===== src/rtl/core/assert_macros.svh =====
// Assertion helpers for the RTL; clock and reset come from the using scope.
`ifndef ASSERT_MACROS_SVH
`define ASSERT_MACROS_SVH

// Same-cycle implication, checked outside reset.
`define AOEMA_ASSERT_NOW(label, ante, cons) \
   label: assert property (@(posedge clock) disable iff (reset) (ante) |-> (cons)) \
      else $error("aoema check failed");

// Next-cycle implication, checked outside reset.
`define AOEMA_ASSERT_NEXT(label, ante, cons) \
   label: assert property (@(posedge clock) disable iff (reset) (ante) |=> (cons)) \
      else $error("aoema check failed");

`endif


===== src/rtl/core/aoema_pkg.sv =====
package aoema_pkg;

   localparam int SAMPLE_W = 16;
   localparam int AVG_W    = 32;
   localparam int FRAC_W   = 16;
   localparam int ALPHA_W  = 17;
   localparam int CSR_IDX_W = 1;

   localparam logic [ALPHA_W-1:0] ALPHA_ONE = 17'h10000;
   localparam logic [SAMPLE_W-1:0] OFFSET_RESET = '0;

   // Register indexes on the configuration port.
   localparam logic [CSR_IDX_W-1:0] CSR_NORMAL_OFFSET = 1'b0;
   localparam logic [CSR_IDX_W-1:0] CSR_FILTER_ALPHA  = 1'b1;

   typedef enum logic [1:0] {
      CASE_Y_CORR = 2'd0,
      CASE_X_CORR = 2'd1,
      CASE_Z_CORR = 2'd2
   } orient_type;

   typedef struct packed {
      logic signed [SAMPLE_W-1:0] x;
      logic signed [SAMPLE_W-1:0] y;
      logic signed [SAMPLE_W-1:0] z;
   } sample_type;

   typedef struct packed {
      orient_type orient;
      sample_type sample;
   } sel_type;

   // True when 0 < v < 2048.
   function automatic logic low_g(input logic signed [SAMPLE_W-1:0] v);
      logic result;
      result = !v[SAMPLE_W-1] && (v != '0) && (v[SAMPLE_W-2:11] == '0);
      return result;
   endfunction

   // v - off, clipped to the signed sample range.
   function automatic logic signed [SAMPLE_W-1:0] sat_sub(
      input logic signed [SAMPLE_W-1:0] v,
      input logic signed [SAMPLE_W-1:0] off);
      logic signed [SAMPLE_W:0] diff;
      logic signed [SAMPLE_W-1:0] result;
      diff = {v[SAMPLE_W-1], v} - {off[SAMPLE_W-1], off};
      if (diff[SAMPLE_W] == diff[SAMPLE_W-1]) begin
         result = diff[SAMPLE_W-1:0];
      end else if (diff[SAMPLE_W]) begin
         result = {1'b1, {(SAMPLE_W-1){1'b0}}};
      end else begin
         result = {1'b0, {(SAMPLE_W-1){1'b1}}};
      end
      return result;
   endfunction

endpackage


===== src/rtl/core/aoema_if.sv =====
interface aoema_req_if;
   logic valid;
   logic ready;
   logic signed [aoema_pkg::SAMPLE_W-1:0] x_sample;
   logic signed [aoema_pkg::SAMPLE_W-1:0] y_sample;
   logic signed [aoema_pkg::SAMPLE_W-1:0] z_sample;

   modport source (output valid, x_sample, y_sample, z_sample, input ready);
   modport sink   (input valid, x_sample, y_sample, z_sample, output ready);
endinterface

interface aoema_rsp_if;
   logic valid;
   logic ready;
   logic signed [aoema_pkg::AVG_W-1:0] x_smoothed;
   logic signed [aoema_pkg::AVG_W-1:0] y_smoothed;
   logic signed [aoema_pkg::AVG_W-1:0] z_smoothed;
   logic [1:0] orientation_case;

   modport source (output valid, x_smoothed, y_smoothed, z_smoothed, orientation_case,
                   input ready);
   modport sink   (input valid, x_smoothed, y_smoothed, z_smoothed, orientation_case,
                   output ready);
endinterface

interface aoema_csr_if;
   logic valid;
   logic ready;
   logic [aoema_pkg::CSR_IDX_W-1:0] index;
   logic [aoema_pkg::ALPHA_W-1:0] data;

   modport source (output valid, index, data, input ready);
   modport sink   (input valid, index, data, output ready);
endinterface


===== src/rtl/core/accel_offset_ema_filter_top.sv =====
// Req word -> s1_ff -> average registers, which drive the rsp word.
// Throughput: one word per cycle unless rsp_ch stalls, set by the per-axis
//   average loop (subtract, one 33x17 multiply and an add per lane).
// Reset (synchronous, active high): pipeline empty, averages zero,
//   normal_axis_offset zero, filter_alpha one (65536).
`include "assert_macros.svh"

module accel_offset_ema_filter_top (
   input  logic        clock,
   input  logic        reset,
   aoema_req_if.sink   req_ch,
   aoema_rsp_if.source rsp_ch,
   aoema_csr_if.sink   csr_ch
);

   logic signed [aoema_pkg::SAMPLE_W-1:0] offset_ff;
   logic [aoema_pkg::ALPHA_W-1:0]         alpha_ff;

   logic                   s1_valid_ff;
   aoema_pkg::sel_type     s1_ff;
   aoema_pkg::sel_type     s1_in;
   logic                   out_valid_ff;
   aoema_pkg::orient_type  orient_ff;

   logic                   out_advance;
   logic                   s1_advance;
   logic                   alpha_full;
   logic [aoema_pkg::FRAC_W-1:0] alpha_frac;
   aoema_pkg::sample_type  req_sample;

   logic                               full_stall;
   logic                               full_advance;
   logic signed [aoema_pkg::AVG_W-1:0] x_full_target;

   assign csr_ch.ready = 1'b1;

   always_ff @(posedge clock) begin
      if (reset) begin
         offset_ff <= aoema_pkg::OFFSET_RESET;
         alpha_ff  <= aoema_pkg::ALPHA_ONE;
      end else if (csr_ch.valid) begin
         case (csr_ch.index)
            aoema_pkg::CSR_NORMAL_OFFSET: offset_ff <= csr_ch.data[aoema_pkg::SAMPLE_W-1:0];
            aoema_pkg::CSR_FILTER_ALPHA:  alpha_ff  <= csr_ch.data;
            default: ;
         endcase
      end
   end

   // anything at or above one weights the new sample fully
   assign alpha_full = alpha_ff[aoema_pkg::ALPHA_W-1];
   assign alpha_frac = alpha_ff[aoema_pkg::FRAC_W-1:0];

   assign req_sample.x = req_ch.x_sample;
   assign req_sample.y = req_ch.y_sample;
   assign req_sample.z = req_ch.z_sample;

   aoema_sel u_sel (
      .sample (req_sample),
      .offset (offset_ff),
      .sel    (s1_in)
   );

   // the average registers double as the output register
   assign out_advance  = !out_valid_ff || rsp_ch.ready;
   assign s1_advance   = s1_valid_ff && out_advance;
   assign req_ch.ready = !s1_valid_ff || out_advance;

   always_ff @(posedge clock) begin
      if (reset) begin
         s1_valid_ff  <= 1'b0;
         out_valid_ff <= 1'b0;
      end else begin
         if (req_ch.ready) begin
            s1_valid_ff <= req_ch.valid;
         end
         if (out_advance) begin
            out_valid_ff <= s1_valid_ff;
         end
      end
   end

   always_ff @(posedge clock) begin
      if (req_ch.valid && req_ch.ready) begin
         s1_ff <= s1_in;
      end
      if (s1_advance) begin
         orient_ff <= s1_ff.orient;
      end
   end

   aoema_lane u_lane_x (
      .clock      (clock),
      .reset      (reset),
      .advance    (s1_advance),
      .sample     (s1_ff.sample.x),
      .alpha_full (alpha_full),
      .alpha_frac (alpha_frac),
      .average    (rsp_ch.x_smoothed)
   );

   aoema_lane u_lane_y (
      .clock      (clock),
      .reset      (reset),
      .advance    (s1_advance),
      .sample     (s1_ff.sample.y),
      .alpha_full (alpha_full),
      .alpha_frac (alpha_frac),
      .average    (rsp_ch.y_smoothed)
   );

   aoema_lane u_lane_z (
      .clock      (clock),
      .reset      (reset),
      .advance    (s1_advance),
      .sample     (s1_ff.sample.z),
      .alpha_full (alpha_full),
      .alpha_frac (alpha_frac),
      .average    (rsp_ch.z_smoothed)
   );

   assign rsp_ch.valid            = out_valid_ff;
   assign rsp_ch.orientation_case = orient_ff;

   assign full_stall    = s1_valid_ff && out_valid_ff && !rsp_ch.ready;
   assign full_advance  = s1_advance && alpha_full;
   assign x_full_target = {s1_ff.sample.x, {aoema_pkg::FRAC_W{1'b0}}};

   `AOEMA_ASSERT_NOW(a_no_accept_when_full, req_ch.ready, !full_stall)
   `AOEMA_ASSERT_NEXT(a_stage_held, s1_valid_ff && !out_advance, s1_valid_ff)
   `AOEMA_ASSERT_NEXT(a_full_alpha, full_advance, rsp_ch.x_smoothed == $past(x_full_target))

endmodule


===== src/rtl/core/aoema_sel.sv =====
module aoema_sel (
   input  aoema_pkg::sample_type                 sample,
   input  logic signed [aoema_pkg::SAMPLE_W-1:0] offset,
   output aoema_pkg::sel_type                    sel
);

   logic x_low;
   logic z_low;

   assign x_low = aoema_pkg::low_g(sample.x);
   assign z_low = aoema_pkg::low_g(sample.z);

   always_comb begin
      sel.sample = sample;
      if (x_low && z_low) begin
         sel.orient   = aoema_pkg::CASE_Y_CORR;
         sel.sample.y = aoema_pkg::sat_sub(sample.y, offset);
      end else if (z_low) begin
         sel.orient   = aoema_pkg::CASE_X_CORR;
         sel.sample.x = aoema_pkg::sat_sub(sample.x, offset);
      end else begin
         sel.orient   = aoema_pkg::CASE_Z_CORR;
         sel.sample.z = aoema_pkg::sat_sub(sample.z, offset);
      end
   end

endmodule


===== src/rtl/core/aoema_lane.sv =====
module aoema_lane (
   input  logic                                  clock,
   input  logic                                  reset,
   input  logic                                  advance,
   input  logic signed [aoema_pkg::SAMPLE_W-1:0] sample,
   input  logic                                  alpha_full,
   input  logic [aoema_pkg::FRAC_W-1:0]          alpha_frac,
   output logic signed [aoema_pkg::AVG_W-1:0]    average
);

   localparam int DIFF_W = aoema_pkg::AVG_W + 1;
   localparam int PROD_W = DIFF_W + aoema_pkg::FRAC_W + 1;
   localparam int STEP_W = PROD_W - aoema_pkg::FRAC_W;

   logic signed [aoema_pkg::AVG_W-1:0] avg_ff;
   logic signed [aoema_pkg::AVG_W-1:0] avg_in;
   logic signed [aoema_pkg::AVG_W-1:0] target;
   logic signed [DIFF_W-1:0]           diff;
   logic signed [PROD_W-1:0]           prod;
   logic signed [PROD_W-1:0]           prod_rnd;
   logic signed [STEP_W-1:0]           step;
   logic signed [STEP_W-1:0]           sum;

   // avg + round(alpha * (target - avg) / 2^16), halves up; target if alpha_full
   assign target   = {sample, {aoema_pkg::FRAC_W{1'b0}}};
   assign diff     = {target[aoema_pkg::AVG_W-1], target} - {avg_ff[aoema_pkg::AVG_W-1], avg_ff};
   assign prod     = PROD_W'(diff) * PROD_W'($signed({1'b0, alpha_frac}));
   assign prod_rnd = prod + PROD_W'(1 << (aoema_pkg::FRAC_W - 1));
   assign step     = prod_rnd[PROD_W-1:aoema_pkg::FRAC_W];
   assign sum      = {{(STEP_W - aoema_pkg::AVG_W){avg_ff[aoema_pkg::AVG_W-1]}}, avg_ff} + step;
   assign avg_in   = alpha_full ? target : sum[aoema_pkg::AVG_W-1:0];

   always_ff @(posedge clock) begin
      if (reset) begin
         avg_ff <= '0;
      end else if (advance) begin
         avg_ff <= avg_in;
      end
   end

   assign average = avg_ff;

endmodule


===== src/flat_wrapper.sv =====
// flat-port wrapper written by rule: the top's interface ports become plain ports
module accel_offset_ema_filter_top_flat 
  (clock, reset, req_ch_valid, req_ch_x_sample, req_ch_y_sample, req_ch_z_sample, req_ch_ready, rsp_ch_valid, rsp_ch_x_smoothed, rsp_ch_y_smoothed, rsp_ch_z_smoothed, rsp_ch_orientation_case, rsp_ch_ready, csr_ch_valid, csr_ch_index, csr_ch_data, csr_ch_ready);
  aoema_req_if req_ch_i ();
  aoema_rsp_if rsp_ch_i ();
  aoema_csr_if csr_ch_i ();
  input  logic clock;
  input  logic reset;
  input wire logic [$bits(req_ch_i.valid)-1:0] req_ch_valid;
  input wire logic [$bits(req_ch_i.x_sample)-1:0] req_ch_x_sample;
  input wire logic [$bits(req_ch_i.y_sample)-1:0] req_ch_y_sample;
  input wire logic [$bits(req_ch_i.z_sample)-1:0] req_ch_z_sample;
  output wire logic [$bits(req_ch_i.ready)-1:0] req_ch_ready;
  output wire logic [$bits(rsp_ch_i.valid)-1:0] rsp_ch_valid;
  output wire logic [$bits(rsp_ch_i.x_smoothed)-1:0] rsp_ch_x_smoothed;
  output wire logic [$bits(rsp_ch_i.y_smoothed)-1:0] rsp_ch_y_smoothed;
  output wire logic [$bits(rsp_ch_i.z_smoothed)-1:0] rsp_ch_z_smoothed;
  output wire logic [$bits(rsp_ch_i.orientation_case)-1:0] rsp_ch_orientation_case;
  input wire logic [$bits(rsp_ch_i.ready)-1:0] rsp_ch_ready;
  input wire logic [$bits(csr_ch_i.valid)-1:0] csr_ch_valid;
  input wire logic [$bits(csr_ch_i.index)-1:0] csr_ch_index;
  input wire logic [$bits(csr_ch_i.data)-1:0] csr_ch_data;
  output wire logic [$bits(csr_ch_i.ready)-1:0] csr_ch_ready;
  assign req_ch_i.valid = req_ch_valid;
  assign req_ch_i.x_sample = req_ch_x_sample;
  assign req_ch_i.y_sample = req_ch_y_sample;
  assign req_ch_i.z_sample = req_ch_z_sample;
  assign req_ch_ready = req_ch_i.ready;
  assign rsp_ch_valid = rsp_ch_i.valid;
  assign rsp_ch_x_smoothed = rsp_ch_i.x_smoothed;
  assign rsp_ch_y_smoothed = rsp_ch_i.y_smoothed;
  assign rsp_ch_z_smoothed = rsp_ch_i.z_smoothed;
  assign rsp_ch_orientation_case = rsp_ch_i.orientation_case;
  assign rsp_ch_i.ready = rsp_ch_ready;
  assign csr_ch_i.valid = csr_ch_valid;
  assign csr_ch_i.index = csr_ch_index;
  assign csr_ch_i.data = csr_ch_data;
  assign csr_ch_ready = csr_ch_i.ready;
  accel_offset_ema_filter_top u_core (.clock(clock), .reset(reset), .req_ch(req_ch_i), .rsp_ch(rsp_ch_i), .csr_ch(csr_ch_i));
endmodule

===== config.mk =====
export PLATFORM = sky130hd
export DESIGN_NAME = accel_offset_ema_filter_top_flat
export DESIGN_NICKNAME = d
export VERILOG_FILES = /design/src/rtl/core/aoema_pkg.sv /design/src/rtl/core/aoema_if.sv /design/src/rtl/core/accel_offset_ema_filter_top.sv /design/src/rtl/core/aoema_sel.sv /design/src/rtl/core/aoema_lane.sv /design/src/flat_wrapper.sv
export VERILOG_INCLUDE_DIRS = /design/src /design/src/rtl/core
export SDC_FILE = /design/constraint.sdc
export NUM_CORES = 2
export LEC_CHECK = 0
export BUFFER_PORTS_ARGS = -buffer_cell sky130_fd_sc_hd__clkbuf_2
export CAP_MARGIN = 20
export CORE_MARGIN = 5
export CORE_UTILIZATION = 60
export DETAILED_ROUTE_END_ITERATION = 10
export HOLD_SLACK_MARGIN = 0.06
export PLACE_DENSITY_LB_ADDON = 0.1
export SYNTH_ARGS = -nofsm -noshare
export SYNTH_HDL_FRONTEND = slang
export SYNTH_SLANG_ARGS = --single-unit

===== constraint.sdc =====
create_clock -name clock -period 10.6 [get_ports clock]
set_input_delay 2.12 -clock clock [delete_from_list [all_inputs] [get_ports clock]]
set_output_delay 2.12 -clock clock [all_outputs]
set_load 0.03 [all_outputs]

== After elaboration in Yosys (flattened, before gate mapping) ==
Cells that the tools add are included.

* Output and inout port bits: 101
* Bits of input ports: 71
* Bits in registers: 183
* Word-level logic and storage cells: 65

* Add/subtract/negate cells: 12
* Bitwise logic cells: 1
* Reduce and logical (&&, ||, !) cells: 19
* Eq/ne operators: 3
* Multipliers: 3
* Muxes and demuxes: 15

{| class="wikitable"
|+ Operators with widths
! kind !! number
|-
| 16-bit two-way mux || 11
|-
| 48-bit by 17-bit adder with 48-bit output, second input constant || 3
|-
| 33-bit by 17-bit multiplier with 48-bit output || 3
|-
| 32-bit by 32-bit subtractor with 33-bit output || 3
|-
| 32-bit adder || 3
|-
| 32-bit two-way mux || 3
|-
| 16-bit by 16-bit subtractor with 17-bit output || 3
|-
| 16-bit nonzero test || 2
|-
| 4-bit logical NOT || 2
|-
| 1-bit logical AND || 7
|-
| 1-bit logical NOT || 4
|-
| 2-bit AND reduction || 2
|-
| 1-bit equality test || 3
|-
| 1-bit logical OR || 2
|-
| 2-bit two-way mux || 1
|-
| 1-bit NOT || 1
|}

== Longest topological paths before layout ==
* Depth in word-level cells: 5
* Depth in mapped cells: 49
* Mapped depth without buffers: 46

== Hierarchy ==
From an unflattened synthesis, not the netlist that was laid out.

* Cells, all modules: 8412
* Area, all modules: 72682.2 µm²

{| class="wikitable"
|+ Modules (own cells, without submodules)
! module !! seq. area each (µm²) !! area each (µm²) !! cells an instance !! instances
|-
| aoema_lane (u_core.u_lane_y) || 640.6 || 22424.0 || 2612 || 1
|-
| aoema_lane (u_core.u_lane_z) || 640.6 || 22043.6 || 2566 || 1
|-
| aoema_lane (u_core.u_lane_x) || 640.6 || 21974.8 || 2550 || 1
|-
| aoema_sel || 0.0 || 3213.1 || 493 || 1
|-
| accel_offset_ema_filter_top || 2262.2 || 3026.7 || 191 || 1
|}

== Worst setup path after synthesis ==
OpenSTA, ideal clock, no wires.

* Kind: flip-flop to flip-flop
* From: register u_core.u_lane_z.avg_ff, in the netlist u_core.u_lane_z.average[0]
* To: register u_core.u_lane_z.avg_ff, in the netlist u_core.u_lane_z.average[26]
* Setup slack: 0.297 ns
* Arrival time: 10.207 ns
* Library setup time: 0.095 ns
* Buffers on the path: 3
* Clock period less this slack: 10.303 ns
* Stages on the path, launching flop included: 43
* Required time: 10.505 ns
* Cells stage by stage: dfxtp_1 > buf_2 > clkbuf_1 > inv_1 > ha_1 > or3b_2 > nor4_4 > nor2b_1 > xnor2_1 > clkbuf_1 > nand2_1 > fa_1 > inv_1 > fa_1 > fa_1 > inv_1 > fa_1 > inv_1 > (+7 left out) > a221o_1 > a21oi_1 > nor2b_1 > o21a_1 > o21ai_0 > nand2b_1 > o31a_1 > xor2_1 > ha_1 > o41ai_1 > a21o_1 > o21ai_1 > a2111oi_0 > o41ai_1 > a21oi_1 > xnor2_1 > nand2_1 > a221oi_1

* Longest elaborated chain between the ends: 5

{| class="wikitable"
|+ Ends and longest elaborated chain
! what !! RTL line !! source
|-
| start, declared || aoema_lane.sv:15 || <nowiki>logic signed [aoema_pkg::AVG_W-1:0] avg_ff;</nowiki>
|-
| start signal, assigned || aoema_lane.sv:37 || <nowiki>avg_ff <= avg_in;</nowiki>
|-
| 32-bit by 32-bit subtractor with 33-bit output || aoema_lane.sv:26 || <nowiki>assign diff = {target[aoema_pkg::AVG_W-1], target} - {avg_ff[aoema_pkg::AVG_W-1], avg_ff};</nowiki>
|-
| 33-bit by 17-bit multiplier with 48-bit output || aoema_lane.sv:27 || <nowiki>assign prod = PROD_W'(diff) * PROD_W'($signed({1'b0, alpha_frac}));</nowiki>
|-
| 48-bit by 17-bit adder with 48-bit output || aoema_lane.sv:28 || <nowiki>assign prod_rnd = prod + PROD_W'(1 << (aoema_pkg::FRAC_W - 1));</nowiki>
|-
| 32-bit adder * || aoema_lane.sv:30 || <nowiki>assign sum = {{(STEP_W - aoema_pkg::AVG_W){avg_ff[aoema_pkg::AVG_W-1]}}, avg_ff} + step;</nowiki>
|-
| 32-bit two-way mux * || aoema_lane.sv:31 || <nowiki>assign avg_in = alpha_full ? target : sum[aoema_pkg::AVG_W-1:0];</nowiki>
|}

Every way passes the cells marked *; elsewhere a longest branch is shown, timed or not.
A chain may end at the register's enable or synchronous reset.

== Final worst setup path ==
* From: register u_core.u_lane_x.avg_ff, in the netlist u_core.u_lane_x.average[2]
* To: register u_core.u_lane_x.avg_ff, in the netlist u_core.u_lane_x.average[20]

* Longest elaborated chain between the ends: 5

{| class="wikitable"
|+ Ends and longest elaborated chain
! what !! RTL line
|-
| start, declared || aoema_lane.sv:15
|-
| start signal, assigned || aoema_lane.sv:37
|-
| 32-bit by 32-bit subtractor with 33-bit output || aoema_lane.sv:26
|-
| 33-bit by 17-bit multiplier with 48-bit output || aoema_lane.sv:27
|-
| 48-bit by 17-bit adder with 48-bit output || aoema_lane.sv:28
|-
| 32-bit adder * || aoema_lane.sv:30
|-
| 32-bit two-way mux * || aoema_lane.sv:31
|}

Marks and branches as above.

==> impl_summary.txt <==
----------------------------------------------------
[Outcome]
  Status ... finished, final reports clean

[Critical path]
  Maximum cell stage delay along the critical path ... 0.60 ns
  Required @ worst endpoint ... 11.04 ns
  Crit-path max FO ... 5
  Cell with the most instances on the worst path ... sky130_fd_sc_hd__fa_1
  Arrival time at the worst endpoint ... 10.86 ns
  Category of the worst setup path launch point ... register
  Slowest stage cell on the critical path ... sky130_fd_sc_hd__or4_4
  Cell family with the largest share of critical-path delay ... adder cells
  Buffers & Inverters on Critical Path ... 5
  CP endpoint kind ... register
  Crit Path Class ... register to register

[Timing]
  WHS ... 0.423 ns
  Highest clock frequency the design can meet ... 96.0 MHz
  Clock period minus final worst setup slack ... 10.42 ns
  Number of hold-slack violations in the final timing report ... 0
  Share of the cycle needed by the critical path after routing ... 0.983
  Max-Slew Margin vs Limit ... 0.277
  Sum Neg Setup Slack ... 0 ns
  Worst Skew ... 0.0181 ns
  Number of max-slew violations in the final report ... 0
  Number of endpoints failing setup at the final stage ... 0
  Unrepaired setup endpoints after global routing ... true
  Transition time of the tightest slew-check pin ... 1.08 ns
  Setup ws final ... 0.181 ns

[Logic synthesis]
  Gate count after technology mapping ... 8237
  Mean post-synth cell area ... 8.62 um^2
  Number of nets produced by synthesis ... 10400
  Count of synthesis-stage warnings from yosys ... 0
  Count of distinct cell types in the synthesized netlist ... 98
  Synth Register Bits ... 183
  Netlist area before placement ... 0.0710 mm^2
  EDFF count, synth ... 52
  Sequential share of the synthesized area ... 0.0589
  Share of synthesized registers carrying an async set or reset ... 0
  Ys flop type ... sky130_fd_sc_hd__dfxtp_1

[Pwr]
  Max rail drop VDD ... 186 uV
  Total power divided by cell area ... 183 mW/mm^2
  Final Total Pwr ... 14.2 mW
  Leakage power summed over all cells ... 41.1 nW

[Layout]
  Filler cells ... 10000
  Share of final-layout standard cells stronger than drive strength 1 ... 0.0978
  Nets ... 10600
  Growth of design area from synthesis to finish ... 9.13%

[Die]
  Die height ... 354 um
  Count of pins on the block boundary ... 172
  Starting density of the core ... 0.603
  Die area ... 0.125 mm^2
  Die boundary width ... 354 um
  Floorplan Core Area ... 0.118 mm^2
  Row Count ... 126

[Clocking]
  Clock sink count ... 183
  Clock latency at the later pin of the worst-skew pair ... 0.53 ns
  CTS root buf ... sky130_fd_sc_hd__clkbuf_16
  H-tree level count ... 4
  TritonCTS clock tree ... yes
  Number of buffers created by CTS ... 17
  Post-CTS clock slew at the launch and capture registers of the worst setup and hold paths ... 0.08 ns
  Max Root-Sink Buffers ... 2

[Routing]
  TritonRoute pass-1 iters ... 5
  Ratio of routed vias to standard cells ... 5.54
  Post-detailed-routing wire length ... 196000 um
  1st-iter DRT viols ... 3702
  Post-route ant nets ... 0
  Total DRC errors in the routed layout ... 0
  Total via count after detailed routing ... 55600
  Routed length per placed instance ... 19.5 um

[GRT]
  Global-route wire length before repair ... 315000 um
  Vias in the first global route ... 58400
  Initial antenna violation count ... 2
  Combined global-route utilization of all metal layers ... 0.317
  Pin count of the biggest net entering global routing ... 82
  Sum of overflow across all layers after global routing ... 0

[Job]
  Max cap viols ... 0

[Place]
  Number of port buffers ... 170
  Minimum setup slack after placement ... -0.0798 ns
  HPWL reported at the end of detailed placement ... 156000 um
  Placer's final routability congestion estimate ... 0.939

[Hold path]
  Worst hold-check path type ... register to register

----------------------------------------------------
==> stage by stage <==
step / std cells / instance area [um^2] / utilization
6_report: 10000 / 77500 / 0.658
5_1_grt: 10000 / 77500 / 0.658
4_1_cts: 9961 / 76000 / 0.645
3_5_place_dp: 9924 / 75300 / 0.639
3_3_place_gp: 9924 / 75300 / 0.639
2_1_floorplan: 8237 / 71000 / -
==> registers in the layout (all words and copies together), names as in the netlist <==
signal	count
u_core.rsp_ch.valid	1
u_core.u_lane_y.average	32
u_core.alpha_ff	17
u_core.u_lane_x.average	32
u_core.rsp_ch.orientation_case	2
u_core.s1_ff	50
u_core.u_lane_z.average	32
u_core.s1_valid_ff	1
u_core.offset_ff	16
==> placed cells by master, fill, tap and decap left out, drive strengths merged, types with 33 or more instances in the layout <==
cell type,count
fa,1476
a22oi,33
xor2,91
xnor2,225
nor2,276
o21a,42
nand2,989
nor2b,41
a211oi,53
a21o,115
and2,833
inv,1987
buf,396
clkbuf,188
edfxtp,52
a21oi,256
nor3,66
o21ai,157
ha,624
and3,40
nand3,40
dfxtp,131
==> cells by family (layout without fill, tap and decap cells) <==
group	count (synthesis)	count (layout)	share of synthesized area
AOI/OAI and AO/OA	870	870	0.0807
adders and majority gates	2112	2112	0.528
other	1	3	0.0000528
xor gates and xnor gates	317	317	0.0400
DFF	183	183	0.0589
buffers and inverters	2328	2576	0.123
muxes	1	1	0.000141
and+or+nand+nor	2425	2425	0.169
==> repair_timing <==
item,in CTS,in global routing
pin swaps,2,122
cloned,0,1
endpoints found under the setup margin,10,38
resized for setup,11,212
hold buffers,0,0
hold endpoints to repair,0,0
setup buffers,5,57
==> final timing paths <==
check | start | endpoint | slack [ns] | cells after the start
hold / removal | u_core.s1_ff[49] | u_core.rsp_ch.orientation_case[1] | 0.42 | 0
hold reg to reg | u_core.s1_ff[49] | u_core.rsp_ch.orientation_case[1] | 0.42 | 0
setup reg to reg | u_core.u_lane_x.average[2] | u_core.u_lane_x.average[20] | 0.18 | 43
setup / recovery | u_core.u_lane_x.average[2] | u_core.u_lane_x.average[20] | 0.18 | 43
==> power breakdown <==
part | total [mW] | leakage [nW] | switching, mW | internal [mW]
combinational | 12.6 | 39.2 | 7.29 | 5.31
sequential | 0.892 | 1.58 | 0.112 | 0.780
clock | 0.718 | 0.298 | 0.357 | 0.361
==> cell type report <==
type                       count  area (um^2)  area share
timing repair buffer         566         4150      0.0535
multi-input combinational   5726        59200       0.763
clock buffer                  19          443     0.00571
clock inverter                13          155     0.00200
antenna                        2         5.00   0.0000646
sequential                   183         4240      0.0548
tap                         1536         1920      0.0248
inverter                    1978         7420      0.0958
==> synth_stat cells (12+ instances only) <==
cell / count / area share
sky130_fd_sc_hd__or3_1: 15 / 0.0013
sky130_fd_sc_hd__nor2_1: 276 / 0.015
sky130_fd_sc_hd__o21bai_1: 28 / 0.0030
sky130_fd_sc_hd__a311oi_1: 13 / 0.0016
sky130_fd_sc_hd__dfxtp_1: 131 / 0.037
sky130_fd_sc_hd__a21o_1: 115 / 0.012
sky130_fd_sc_hd__nand2b_1: 32 / 0.0028
sky130_fd_sc_hd__clkbuf_1: 329 / 0.017
sky130_fd_sc_hd__nand3_1: 39 / 0.0027
sky130_fd_sc_hd__xnor2_1: 219 / 0.027
sky130_fd_sc_hd__nor2b_1: 41 / 0.0036
sky130_fd_sc_hd__o21a_1: 40 / 0.0042
sky130_fd_sc_hd__and3_1: 40 / 0.0035
sky130_fd_sc_hd__maj3_1: 12 / 0.0017
sky130_fd_sc_hd__a31oi_1: 25 / 0.0022
sky130_fd_sc_hd__nor4_1: 25 / 0.0022
sky130_fd_sc_hd__nor3_1: 66 / 0.0047
sky130_fd_sc_hd__nand2_1: 988 / 0.052
sky130_fd_sc_hd__fa_1: 1476 / 0.42
sky130_fd_sc_hd__inv_1: 1977 / 0.10
sky130_fd_sc_hd__a211oi_1: 53 / 0.0056
sky130_fd_sc_hd__and2_1: 833 / 0.073
sky130_fd_sc_hd__edfxtp_1: 52 / 0.022
sky130_fd_sc_hd__o21ai_0: 147 / 0.010
sky130_fd_sc_hd__a21oi_1: 252 / 0.018
sky130_fd_sc_hd__ha_1: 624 / 0.11
sky130_fd_sc_hd__xor2_1: 90 / 0.011
sky130_fd_sc_hd__a22oi_1: 33 / 0.0035
sky130_fd_sc_hd__nand4_1: 25 / 0.0022
sky130_fd_sc_hd__a221oi_1: 14 / 0.0017
==> metal layers <==
| layer | global-route usage | up-vias | share of wire |
|---|---|---|---|
| li1 | - | 25200 | - |
| met1 | 0.430 | 28200 | 0.42 |
| met2 | 0.530 | 1774 | 0.48 |
| met3 | 0.0521 | 332 | 0.068 |
| met4 | 0.0938 | 0 | 0.034 |
| met5 | 0 | - | 0 |
Power figures use the tool's default switching activity.
